==> config.mk <==
export PLATFORM = sky130hd
export DESIGN_NAME = humidity_temperature_frame_decoder_unit
export DESIGN_NICKNAME = d
export VERILOG_FILES = /design/src/sv/htfd_pkg.sv /design/src/sv/humidity_temperature_frame_decoder_unit.sv
export SDC_FILE = /design/constraint.sdc
export NUM_CORES = 1
export LEC_CHECK = 0
export BUFFER_PORTS_ARGS = -buffer_cell sky130_fd_sc_hd__buf_2
export CORE_ASPECT_RATIO = 1.75
export CORE_UTILIZATION = 45
export CTS_BUF_LIST = sky130_fd_sc_hd__clkbuf_16
export DETAILED_ROUTE_END_ITERATION = 10
export SETUP_SLACK_MARGIN = 0.1
export SLEW_MARGIN = 15
export SYNTH_ARGS = -nofsm -noshare
export SYNTH_HDL_FRONTEND = slang
export SYNTH_SLANG_ARGS = --single-unit
==> constraint.sdc <==
create_clock -name aclk -period 7.1 [get_ports aclk]
set_clock_uncertainty 0.15 [all_clocks]
set_input_delay 0.355 -clock aclk [delete_from_list [all_inputs] [get_ports aclk]]
set_output_delay 0.355 -clock aclk [all_outputs]
set_load 0.005 [all_outputs]
==> src/sv/htfd_pkg.sv <==
package htfd_pkg;

    // Result status codes
    typedef enum logic [1:0] {
        STATUS_OK  = 2'd0,
        STATUS_CRC = 2'd1,
        STATUS_BUS = 2'd2
    } status_t;

    localparam logic [7:0]  CRC_POLY    = 8'h31;
    localparam logic [7:0]  CRC_INIT    = 8'hFF;
    localparam logic [2:0]  LAST_POS    = 3'd5;
    localparam logic [16:0] FULL_SCALE  = 17'd65535;
    localparam logic [10:0] TEMP_SPAN   = 11'd1750;
    localparam logic [10:0] HUM_SPAN    = 11'd1250;
    localparam logic [11:0] TEMP_OFFSET = 12'd450;
    localparam logic [10:0] HUM_OFFSET  = 11'd60;
    localparam logic [10:0] HUM_MAX     = 11'd1000;
    // 65536/10 rounded up, exact for the rounding of 0..1005 tenths
    localparam logic [12:0] RECIP_TEN   = 13'd6554;

    // Fold one byte into a CRC-8 (MSB first, no reflection)
    function automatic logic [7:0] crc8_step(input logic [7:0] crc, input logic [7:0] data);
        logic [7:0] c;
        c = crc ^ data;
        for (int b = 0; b < 8; b++) begin
            c = c[7] ? ((c << 1) ^ CRC_POLY) : (c << 1);
        end
        return c;
    endfunction

    // Quotient of p / 65535 for p below 2^27: one correction step
    function automatic logic [10:0] div_full_scale(input logic [26:0] p);
        logic [10:0] q0;
        logic [16:0] rem;
        q0  = p[26:16];
        rem = {1'b0, p[15:0]} + {6'd0, q0};
        return q0 + ((rem >= FULL_SCALE) ? 11'd1 : 11'd0);
    endfunction

endpackage

==> src/sv/humidity_temperature_frame_decoder_unit.sv <==
// Humidity and temperature frame decoder.
// Input stream: one response byte per transaction on s_axis_tdata, in frame
// order (word1 high, word1 low, crc1, word2 high, word2 low, crc2), with
// s_axis_tuser set to abort the frame after a failed bus read.
// Output stream: one transaction after each sixth byte or each abort, with
// the stored temperature, the humidity in whole percent, a reset request
// flag on m_axis_tdata and the status code on m_axis_tuser.
// Throughput: one input transaction per cycle, sustained while the master
// side is not stalled. The frame byte counter, the running CRC and the word
// bytes update at the accept edge; the products by the span constants, the
// divide by full scale with clamp, and the percent rounding are three
// register stages that a result passes before the master side shows it.
// A stalled master side holds its result and stalls the whole pipeline:
// s_axis_tready follows m_axis_tready while a result is waiting.
// Reset (aresetn low, synchronous) drops a partial frame, clears the stored
// temperature and humidity to zero and empties the pipeline.
module humidity_temperature_frame_decoder_unit (
    input  logic        aclk,
    input  logic        aresetn,
    input  logic        s_axis_tvalid,
    output logic        s_axis_tready,
    input  logic [7:0]  s_axis_tdata,   // [7:0] rx_byte
    input  logic        s_axis_tuser,   // [0] bus_abort
    output logic        m_axis_tvalid,
    input  logic        m_axis_tready,
    output logic [23:0] m_axis_tdata,   // [11:0] temperature_tenths, [18:12] humidity_percent,
                                        // [19] reset_request, [23:20] zero
    output logic [1:0]  m_axis_tuser    // [1:0] status
);
    import htfd_pkg::*;

    logic               advance;
    logic               accept;
    logic               last_byte;

    logic [2:0]         pos_reg;
    logic [7:0]         crc_reg;
    logic               crc1_ok_reg;
    logic [7:0]         w1_hi_reg, w1_lo_reg, w2_hi_reg, w2_lo_reg;

    logic               res1_reg;
    status_t            status1_reg;
    logic [26:0]        prod_t1_reg, prod_h1_reg;

    logic [10:0]        q_t, q_h;
    logic signed [11:0] temp_next;
    logic [9:0]         hum_next;
    logic               hum_rst;

    logic               res2_reg;
    status_t            status2_reg;
    logic               rst2_reg;
    logic signed [11:0] stored_temp_reg;
    logic [9:0]         stored_hum_reg;

    logic [23:0]        pct_prod;
    logic               m_valid_reg;
    logic signed [11:0] m_temp_reg;
    logic [6:0]         m_hum_reg;
    status_t            m_status_reg;
    logic               m_rst_reg;

    // Move the whole pipeline when the output register is free or taken
    assign advance       = !m_valid_reg || m_axis_tready;
    assign s_axis_tready = advance;
    assign accept        = s_axis_tvalid && advance;
    assign last_byte     = pos_reg >= LAST_POS;

    // Track the byte position within the frame
    always_ff @(posedge aclk) begin
        if (!aresetn) begin
            pos_reg <= '0;
        end else if (accept) begin
            if (s_axis_tuser || last_byte) begin
                pos_reg <= '0;
            end else begin
                pos_reg <= pos_reg + 3'd1;
            end
        end
    end

    // Capture word bytes and run the CRC over each word
    always_ff @(posedge aclk) begin
        if (accept && !s_axis_tuser) begin
            unique case (pos_reg)
                3'd0: begin
                    w1_hi_reg <= s_axis_tdata;
                    crc_reg   <= crc8_step(CRC_INIT, s_axis_tdata);
                end
                3'd1: begin
                    w1_lo_reg <= s_axis_tdata;
                    crc_reg   <= crc8_step(crc_reg, s_axis_tdata);
                end
                3'd2: begin
                    crc1_ok_reg <= (crc_reg == s_axis_tdata);
                end
                3'd3: begin
                    w2_hi_reg <= s_axis_tdata;
                    crc_reg   <= crc8_step(CRC_INIT, s_axis_tdata);
                end
                3'd4: begin
                    w2_lo_reg <= s_axis_tdata;
                    crc_reg   <= crc8_step(crc_reg, s_axis_tdata);
                end
                default: begin
                end
            endcase
        end
    end

    // Stage 1: classify the closing transaction and scale both words
    always_ff @(posedge aclk) begin
        if (!aresetn) begin
            res1_reg <= 1'b0;
        end else if (advance) begin
            res1_reg <= accept && (s_axis_tuser || last_byte);
        end
    end

    always_ff @(posedge aclk) begin
        if (advance) begin
            if (s_axis_tuser) begin
                status1_reg <= STATUS_BUS;
            end else if (!crc1_ok_reg || (crc_reg != s_axis_tdata)) begin
                status1_reg <= STATUS_CRC;
            end else begin
                status1_reg <= STATUS_OK;
            end
            prod_t1_reg <= 27'({w1_hi_reg, w1_lo_reg}) * 27'(TEMP_SPAN);
            prod_h1_reg <= 27'({w2_hi_reg, w2_lo_reg}) * 27'(HUM_SPAN);
        end
    end

    // Stage 2: divide by full scale, remove offsets, clamp humidity
    always_comb begin
        q_t       = div_full_scale(prod_t1_reg);
        q_h       = div_full_scale(prod_h1_reg);
        temp_next = $signed({1'b0, q_t}) - $signed(TEMP_OFFSET);
        hum_rst   = 1'b0;
        if (q_h < HUM_OFFSET) begin
            hum_next = '0;
            hum_rst  = 1'b1;
        end else if ((q_h - HUM_OFFSET) > HUM_MAX) begin
            hum_next = HUM_MAX[9:0];
            hum_rst  = 1'b1;
        end else begin
            hum_next = 10'(q_h - HUM_OFFSET);
        end
    end

    always_ff @(posedge aclk) begin
        if (!aresetn) begin
            res2_reg        <= 1'b0;
            stored_temp_reg <= '0;
            stored_hum_reg  <= '0;
        end else if (advance) begin
            res2_reg <= res1_reg;
            if (res1_reg && (status1_reg == STATUS_OK)) begin
                stored_temp_reg <= temp_next;
                stored_hum_reg  <= hum_next;
            end
        end
    end

    always_ff @(posedge aclk) begin
        if (advance) begin
            status2_reg <= status1_reg;
            rst2_reg    <= (status1_reg == STATUS_BUS) ||
                           ((status1_reg == STATUS_OK) && hum_rst);
        end
    end

    // Stage 3: round humidity to whole percent and hold the result
    assign pct_prod = (24'(stored_hum_reg) + 24'd5) * 24'(RECIP_TEN);

    always_ff @(posedge aclk) begin
        if (!aresetn) begin
            m_valid_reg <= 1'b0;
        end else if (advance) begin
            m_valid_reg <= res2_reg;
        end
    end

    always_ff @(posedge aclk) begin
        if (advance) begin
            m_temp_reg   <= stored_temp_reg;
            m_hum_reg    <= pct_prod[22:16];
            m_status_reg <= status2_reg;
            m_rst_reg    <= rst2_reg;
        end
    end

    assign m_axis_tvalid = m_valid_reg;
    assign m_axis_tdata  = {4'd0, m_rst_reg, m_hum_reg, m_temp_reg};
    assign m_axis_tuser  = m_status_reg;

endmodule

==> flow_summary.json, run 1 <==
{
  "power.leakage_nw": 7.69,
  "critPathLaunch": "stored_hum_reg[3]",
  "io_buffers": 36,
  "antenna_found_initial": 0,
  "cts_max_level": 4,
  "cts_tree": "built",
  "required_ns": 7.21,
  "tightest_slew_ns": 1.05,
  "multiInputGateArea_mm2": 0.00958,
  "cp-end-kind": "flip-flop",
  "pin_count": 41,
  "yosys.area.top_type": "edfxtp_1",
  "setup_viol": 0,
  "wl_per_cell_um": 16.1,
  "drt_wl_total_mm": 29.9,
  "fillCellCount": 2927,
  "grt_setup_unrepaired": "no",
  "start_kind": "flip-flop",
  "avgSynthCellArea_um2": 10.6,
  "layout_setup_ws_ns": 1.31,
  "fp.dieW_um": 139,
  "cts_buffer_depth": 2,
  "vdd_ir_drop_max_v": 0.000197,
  "grt.total_usage": 0.190,
  "worstSkewPairLatency_ns": 0.45,
  "first_iter_violations": 325,
  "timing.final.crit_share": 0.816,
  "ctsResizeCount": 0,
  "clock.fmax_mhz": 173,
  "cts_hold_buf": 0,
  "worstRegToRegCells": 18,
  "ctsRootBufferMaster": "clkbuf_16",
  "hp-class": "in -> reg",
  "num_antenna_cells": 0,
  "cts_num_sinks": 148,
  "tns_ns": 0,
  "post-route-min-period_ns": 5.79,
  "dpl_cell_area_mm2": 0.0154,
  "postLayoutCellArea_mm2": 0.0160,
  "ant_nets": 0,
  "grt_pass1_wl_mm": 49.9,
  "grt_pass1_vias": 10231,
  "async_flop_share": 0,
  "yosysWarnings": 0,
  "clk_pin_slew_ns": 0.07,
  "hold_start": "s_axis_tuser",
  "place_hpwl_mm": 25.3,
  "first_pass_iters": 4,
  "timing.rr.start": "stored_hum_reg[3]",
  "final_nets": 1838,
  "slew_viol_final": 0,
  "reg2reg_to": "m_hum_reg[4]",
  "syn_to_final_growth_pct": 8.04,
  "synthesis.area_mm2": 0.0149,
  "via_per_inst": 5.21,
  "yosysSeqAreaShare": 0.280,
  "coreArea_mm2": 0.0323,
  "path_max_fanout": 5,
  "rrSetupSlack_ns": 1.31,
  "cp_data_arrival_time_ns": 5.90,
  "post_cts_buffers": 0,
  "regArea_mm2": 0.00416,
  "ys_dominant_reg_cell": "edfxtp_1",
  "dieArea_mm2": 0.0338,
  "synth_area_leaders": "edfxtp_1, ha_1, fa_1",
  "max_cap_viol_count": 0,
  "grt_max_degree": 52,
  "initial_core_util": 0.459,
  "post-place-ws_ns": 1.31,
  "numCtsBuffers": 17,
  "status": "finished, final reports clean",
  "synth_top_area_share": 0.243,
  "power.total_mw": 3.38,
  "drive_above_1_share": 0.0652,
  "synthCells": 1406,
  "ys_ff_latch": 148,
  "synth.distinct_cells": 73,
  "drc": 0,
  "grt-ovfl-total": 0,
  "critPathKind": "reg -> reg",
  "synth-edff-count": 120,
  "die_y_um": 242,
  "hold_path_depth": 1,
  "min_to": "status1_reg[1]",
  "powerDensity_mw_per_mm2": 211,
  "finalHoldViolations": 0,
  "vias": 9683,
  "slew_headroom": 0.291,
  "place_congestion": 0.882,
  "rows": 87
}
cell usage after synthesis, types with 4 or more instances:
| cell | number |
|---|---|
| nor2_1 | 56 |
| o21ai_1 | 6 |
| xnor2_1 | 95 |
| nand3b_1 | 4 |
| xor2_1 | 49 |
| o211ai_1 | 7 |
| nand2_1 | 64 |
| fa_1 | 127 |
| buf_4 | 8 |
| o21a_1 | 4 |
| o21ai_0 | 34 |
| clkbuf_1 | 8 |
| nor2b_1 | 4 |
| a31oi_1 | 5 |
| and2_1 | 9 |
| nand3_1 | 29 |
| o31ai_1 | 4 |
| a211oi_1 | 13 |
| dfxtp_1 | 28 |
| nor3_1 | 19 |
| nand4_1 | 9 |
| or3_1 | 4 |
| a21o_1 | 20 |
| inv_1 | 264 |
| and3_1 | 14 |
| a21oi_1 | 58 |
| nand2b_1 | 7 |
| buf_2 | 5 |
| o21bai_1 | 15 |
| ha_1 | 253 |
| edfxtp_1 | 120 |
cells by family after synthesis:
| family | after synthesis | synth area share |
|---|---|---|
| adders and majority gates | 380 | 0.384 |
| buffers and inverters | 286 | 0.0752 |
| and+or+nand+nor | 241 | 0.0816 |
| AOI/OAI and AO/OA | 201 | 0.0899 |
| DFF | 148 | 0.280 |
| xor gates and xnor gates | 144 | 0.0849 |
| muxes | 5 | 0.00354 |
| other | 1 | 0.000252 |
placed cells by master (no fill, tap or decap), types with 14 or more instances in the layout:
cell type,n
nand2_1,64
xor2_1,49
edfxtp_1,120
nor3_1,19
nor2_1,56
fa_1,127
clkbuf_16,17
o21bai_1,15
buf_2,36
o21ai_0,34
a21oi_1,58
ha_1,253
nand3_1,29
xnor2_1,95
and3_1,14
dfxtp_1,28
a21o_1,20
inv_1,263
report_power, final:
part | leakage (nW) | internal (mW) | switching (mW)
Combinational | 5.93 | 0.607 | 0.710
Clock | 0.296 | 0.475 | 0.429
Sequential | 1.47 | 1.08 | 0.0822
how the worst max path moves through the flow:
stage                     slack, ns  cells after the start           end
after floorplan                1.79                     17  m_hum_reg[6]
after global placement         1.47                     18  m_hum_reg[4]
after detailed placement       1.31                     17  m_hum_reg[6]
after CTS                      1.30                     17  m_hum_reg[6]
after global routing           0.90                     18  m_hum_reg[4]
final                          1.31                     18  m_hum_reg[4]
layout make-up:
class,instances,area share
clock buffers,17,0.0265
clock inverters,15,0.0111
inverters,264,0.0618
multi-input cells,975,0.597
flip-flops and latches,148,0.259
well taps,400,0.0312
repair buffers,39,0.0126
layer usage:
| metal | wire length [um] | GRT usage |
|---|---|---|
| met5 | 0 | 0 |
| met4 | 1250 | 0.100 |
| met3 | 693 | 0.0217 |
| met2 | 16800 | 0.372 |
| met1 | 11200 | 0.195 |
metrics by stage:
stage	hold slack [ns]	utilization	std cells
3_3_place_gp	0.263	0.478	1826
2_1_floorplan	0.250	-	1409
3_5_place_dp	0.263	0.478	1826
4_1_cts	0.0361	0.496	1858
5_1_grt	0.0441	0.496	1858
6_report	0.0682	0.496	1858
critical path, cell delays in order, from the launching register on:
cell and delay, ns:
dfxtp_1 0.39, and3_1 0.20, and3_1 0.20, nand3b_1 0.10, xnor2_1 0.38, ha_1 0.35, fa_1 0.55, fa_1 0.53
fa_1 0.52, fa_1 0.49, ha_1 0.32, nand4_1 0.12, nor2_1 0.12, nand3_1 0.08, o22a_1 0.18, a31oi_1 0.34
and2_1 0.23, o21ai_0 0.09, a221oi_1 0.27
Power figures use the tool's default switching activity.
==> inputs of run 2 (changes only) <==
Clock period 7.1 ns to 5.12 ns, I/O delays scaled along.
==> run 2 against run 1 <==
Compared with the run above: register-to-register slack got worse by 1.3 ns; sequential power rose by 38%; first-iteration DRC count fell by 30%; critical path depth fell by 1; critical endpoint is now m_hum_reg[5]; global-route usage rose by 0.20 points; sequential share of layout area fell by 2.5 points; die area did not move; final area rose by 11%; clock power rose by 32%; worst hold slack got worse by 0.058 ns; combinational power rose by 75%; the flow now finishes with violations (negative setup slack); flip-flop and latch count did not move.
==> flow_summary.json, run 2 (synthesis gave the netlist of run 1 again) <==
{
  "drc": 0,
  "powerDensity_mw_per_mm2": 286,
  "dieArea_mm2": 0.0338,
  "endpoint": "m_hum_reg[5]",
  "tns_ns": -0.0309,
  "crit_family": "adder cells",
  "io_buffers": 36,
  "clock.fmax_mhz": 194,
  "first_pass_iters": 4,
  "grt.total_usage": 0.192,
  "worstSkewPairLatency_ns": 0.44,
  "final_common_cell": "inv_1",
  "first_iter_violations": 229,
  "postLayoutCellArea_mm2": 0.0178,
  "hp-class": "in -> reg",
  "grt_max_degree": 83,
  "reg2reg_to": "m_hum_reg[5]",
  "ant_nets": 0,
  "clk_pin_slew_ns": 0.07,
  "power.total_mw": 5.10,
  "cp_num_buf_inv": 1,
  "layout_common_cells": "inv_1, ha_1, buf_4",
  "syn_to_final_growth_pct": 19.8,
  "slew_viol_final": 0,
  "crit_cells": 17,
  "crit_chain": "and3_4 -> and3_4 -> nand3b_1 -> xnor2_2 -> ha_1 -> fa_1 -> fa_1 -> fa_1 -> fa_1 -> ha_4 -> a21o_1 -> a21o_1 -> a21oi_4 -> a31oi_4 -> a211o_1 -> buf_4 -> xor2_1",
  "timing.final.crit_share": 1.01,
  "path_max_fanout": 3,
  "status": "finished, violations left",
  "grt_pass1_wl_mm": 50.9,
  "rows": 87,
  "cts_max_level": 4,
  "cts_buffer_depth": 2,
  "antenna_found_initial": 0,
  "drive_above_1_share": 0.223,
  "finalHoldViolations": 0,
  "critPathKind": "reg -> reg",
  "num_antenna_cells": 0,
  "post-route-min-period_ns": 5.15,
  "tightest_slew_ns": 1.00,
  "final_nets": 1983,
  "cts_tree": "built",
  "timing.rr.start": "stored_hum_reg[5]",
  "initial_core_util": 0.459,
  "grt_pass1_vias": 10938,
  "max_cap_viol_count": 0,
  "ctsRootBufferMaster": "clkbuf_16",
  "pin_count": 41,
  "rrSetupSlack_ns": -0.03,
  "numCtsBuffers": 17,
  "place_hpwl_mm": 25.6,
  "critical_path.most_common_cell": "fa_1",
  "violations": "negative setup slack",
  "vdd_ir_drop_max_v": 0.000241,
  "drt_wl_total_mm": 30.8,
  "vias": 10258,
  "die_y_um": 242,
  "via_per_inst": 5.12,
  "final_cells": 2003,
  "required_ns": 5.17,
  "grt-ovfl-total": 0,
  "dpl.cell_count": 1920,
  "wl_per_cell_um": 15.4,
  "dpl_cell_area_mm2": 0.0163,
  "layout_setup_ws_ns": -0.0309,
  "cts_num_sinks": 148,
  "fp.dieW_um": 139,
  "slew_headroom": 0.325,
  "critPathLaunch": "stored_hum_reg[5]",
  "place_congestion": 0.841,
  "cp-end-kind": "flip-flop",
  "power.leakage_nw": 8.44,
  "coreArea_mm2": 0.0323,
  "critPathSlowestCell": "fa_1",
  "cp_data_arrival_time_ns": 5.20,
  "setup_viol": 1,
  "worstRegToRegCells": 17,
  "start_kind": "flip-flop",
  "grt_setup_unrepaired": "yes",
  "slowest_delay_ns": 0.56,
  "post-place-ws_ns": -0.154
}
[run 2: cell count changes in the layout (fill, tap and decap cells not counted), moves of 8 or more]
| cell | previous run | this run |
|---|---|---|
| o21ai_2 | 0 | 8 |
| o21ai_0 | 34 | 24 |
| inv_1 | 263 | 243 |
| buf_6 | 0 | 11 |
| ha_1 | 253 | 224 |
| a21oi_2 | 1 | 9 |
| buf_4 | 3 | 136 |
| ha_2 | 0 | 8 |
| inv_2 | 0 | 21 |
| ha_4 | 0 | 21 |
| a21oi_1 | 58 | 47 |
[run 2: worst min path at each step]
stage	slack [ns]	end	from	cells past startpoint
floorplan	0.20	status1_reg[1]	s_axis_tuser	0
finish	0.01	w2_lo_reg[4]	s_axis_tdata[4]	1
CTS	0.00008	res1_reg	s_axis_tvalid	3
global placement	0.26	m_axis_tuser[0]	status2_reg[0]	0
detailed placement	0.26	m_axis_tuser[0]	status2_reg[0]	0
global route	0.009	w2_hi_reg[4]	s_axis_tdata[4]	1
[run 2: area by class of cell]
class / count / area [um2]
well taps: 400 / 500
inverters: 264 / 992
multi-input cells: 975 / 10200
clock inverters: 15 / 146
flip-flops and latches: 148 / 4170
repair buffers: 184 / 1340
clock buffers: 17 / 425
fillers: 2787 / 14500
[run 2: power breakdown]
part	leakage (nW)	internal, mW	switching [mW]
logic	6.68	1.15	1.16
clock network	0.284	0.642	0.546
registers	1.47	1.50	0.105
total	8.44	3.29	1.81
[run 2: metal layers]
metal,part of all wire,track usage,vias to the layer above
met1,0.37,0.188,4937
met4,0.040,0.0954,0
li1,-,-,5115
met5,0,0,-
met2,0.57,0.387,139
met3,0.021,0.0227,67
[run 2: through the flow]
step | util | hold slack (ns)
global placement | 0.503 | 0.255
global route | 0.551 | 0.00949
finish | 0.551 | 0.0105
detailed placement | 0.503 | 0.256
CTS | 0.537 | 0.0000779
floorplan | - | 0.205
[run 2: repair_timing]
action                                  CTS  global route
endpoints found under the setup margin   15            28
hold endpoints to repair                  1             0
hold buffers                              1             0
pin swaps                                50            73
gates resized for setup                  50            76
buffers inserted                         30            24
==> inputs of run 3 (changes only) <==
Settings changed: PLACE_DENSITY_LB_ADDON from default to 0.3.
==> run 3 against run 2 <==
Compared with the run above: the run still ends with negative setup slack left; die area stayed put; highest routed layer is now met5; largest power group unchanged; power is 2.5% lower; non-clock buffer count is 17 lower; combinational power is 5% lower; routed wire length is 1.4% higher; via count is 0.75% lower; count of clock-buffer cells in the layout stayed put; setup slack worse by 0.067 ns; first-iteration DRC count is 24% higher.
==> flow_summary.json, run 3 (synthesis gave the netlist of run 1 again) <==
{
  "pin_count": 41,
  "critPathKind": "reg -> reg",
  "grt-ovfl-total": 0,
  "power.total_mw": 4.97,
  "timing.final.crit_share": 1.02,
  "numCtsBuffers": 17,
  "initial_core_util": 0.459,
  "cts_max_level": 4,
  "p_comb_frac": 0.441,
  "layout_common_cells": "inv_1, ha_1, buf_4",
  "place_congestion": 0.870,
  "ctsRootBufferMaster": "clkbuf_16",
  "dpl_cell_area_mm2": 0.0162,
  "io_buffers": 36,
  "finalHoldViolations": 0,
  "postLayoutCellArea_mm2": 0.0176,
  "coreArea_mm2": 0.0323,
  "layout_setup_ws_ns": -0.0979,
  "vias": 10181,
  "p_sw_mw": 1.77,
  "ant_nets": 0,
  "grt_pass1_vias": 10778,
  "grt_pass1_wl_mm": 51.0,
  "final_nets": 1966,
  "fillCellCount": 2733,
  "clk_pin_slew_ns": 0.07,
  "powerDensity_mw_per_mm2": 282,
  "first_pass_iters": 6,
  "fp.dieW_um": 139,
  "timing.rr.start": "w1_lo_reg[2]",
  "grt_setup_unrepaired": "yes",
  "setup_viol": 3,
  "worstRegToRegCells": 18,
  "cts_buffer_depth": 2,
  "first_iter_violations": 284,
  "slowest_delay_ns": 0.56,
  "violations": "negative setup slack",
  "rrSetupSlack_ns": -0.1,
  "drc": 0,
  "p_int_mw": 3.20,
  "place_hpwl_mm": 25.6,
  "p_sw_frac": 0.356,
  "hold_start": "s_axis_tdata[4]",
  "cts_num_sinks": 148,
  "drt_wl_total_mm": 31.2,
  "final_cells": 1986,
  "grt_max_degree": 49,
  "num_antenna_cells": 0,
  "slew_headroom": 0.319,
  "status": "finished, violations left",
  "regArea_mm2": 0.00417,
  "final_common_cell": "inv_1",
  "hold_path_depth": 1,
  "cts_tree": "built",
  "post-place-ws_ns": -0.211,
  "critical_path.most_common_cell": "fa_1",
  "hp-class": "in -> reg",
  "post-route-min-period_ns": 5.22,
  "start_kind": "flip-flop",
  "seq_power_share": 0.324,
  "crit_family": "adder cells",
  "path_max_fanout": 3,
  "min_to": "w1_hi_reg[4]",
  "die_y_um": 242,
  "hold-worst-slack_ns": 0.0153,
  "syn_to_final_growth_pct": 18.8,
  "worstSkewPairLatency_ns": 0.45,
  "drive_above_1_share": 0.206,
  "power.leakage_nw": 8.34,
  "antenna_found_initial": 1,
  "tns_ns": -0.223,
  "max_cap_viol_count": 0,
  "grt.total_usage": 0.193,
  "utilization": 0.546,
  "dieArea_mm2": 0.0338,
  "via_per_inst": 5.13,
  "crit_chain": "buf_4 -> ha_2 -> inv_1 -> fa_1 -> inv_1 -> fa_1 -> fa_1 -> fa_1 -> ha_4 -> nand4_1 -> nor2_1 -> a211oi_2 -> o21ai_2 -> o41ai_2 -> buf_4 -> o21bai_1 -> a21oi_2 -> xnor2_1",
  "cp-end-kind": "flip-flop",
  "reg2reg_to": "prod_t1_reg[23]",
  "critPathSlowestCell": "fa_1",
  "dpl.cell_count": 1906,
  "required_ns": 5.17,
  "rows": 87,
  "vdd_ir_drop_max_v": 0.000243,
  "multiInputGateArea_mm2": 0.0102,
  "slew_viol_final": 0,
  "wl_per_cell_um": 15.7,
  "tightest_slew_ns": 1.01,
  "clkPwrFrac": 0.236,
  "cp_data_arrival_time_ns": 5.27,
  "clock.fmax_mhz": 192,
  "cp_num_buf_inv": 4
}
run 3: power by group through the flow:
stage | registers, mW | clock network (mW) | logic (mW)
CTS | 1.61 | 1.19 | 1.99
detailed placement | 1.63 | 0 | 1.95
floorplan | 1.59 | 0 | 1.49
finish | 1.61 | 1.17 | 2.19
global route | 1.62 | 1.23 | 2.45
global placement | 1.63 | 0 | 1.89
run 3: timing repair:
action	in CTS	in global routing
pin swaps	13	95
hold buffers	1	0
endpoints found under the setup margin	16	32
gates resized for setup	17	95
hold endpoints to repair	1	0
buffers inserted	7	40
run 3: worst max-delay path by stage:
stage	start	endpoint	slack (ns)	depth (start not counted)
floorplan	stored_hum_reg[5]	m_hum_reg[6]	0.08	17
global placement	w1_lo_reg[7]	prod_t1_reg[23]	-0.02	17
detailed placement	stored_hum_reg[1]	m_hum_reg[4]	-0.21	17
CTS	stored_hum_reg[5]	m_hum_reg[6]	-0.04	17
global route	w1_lo_reg[2]	prod_t1_reg[23]	-0.28	18
finish	w1_lo_reg[2]	prod_t1_reg[23]	-0.1	18
run 3: final cells by class:
cell class                 count  share of cell area
inverter                     264              0.0562
timing repair buffer         167              0.0676
clock buffer                  17              0.0241
sequential                   148               0.236
tap                          400              0.0284
clock inverter                15             0.00666
multi-input combinational    975               0.581
run 3: layer usage:
layer	vias to the layer above	part of all wire	track usage	routed length, um
met1	4909	0.38	0.193	11700
met3	71	0.020	0.0275	613
met2	139	0.57	0.385	17800
met5	-	0.00029	0	9
li1	5060	-	-	-
met4	2	0.035	0.0833	1090
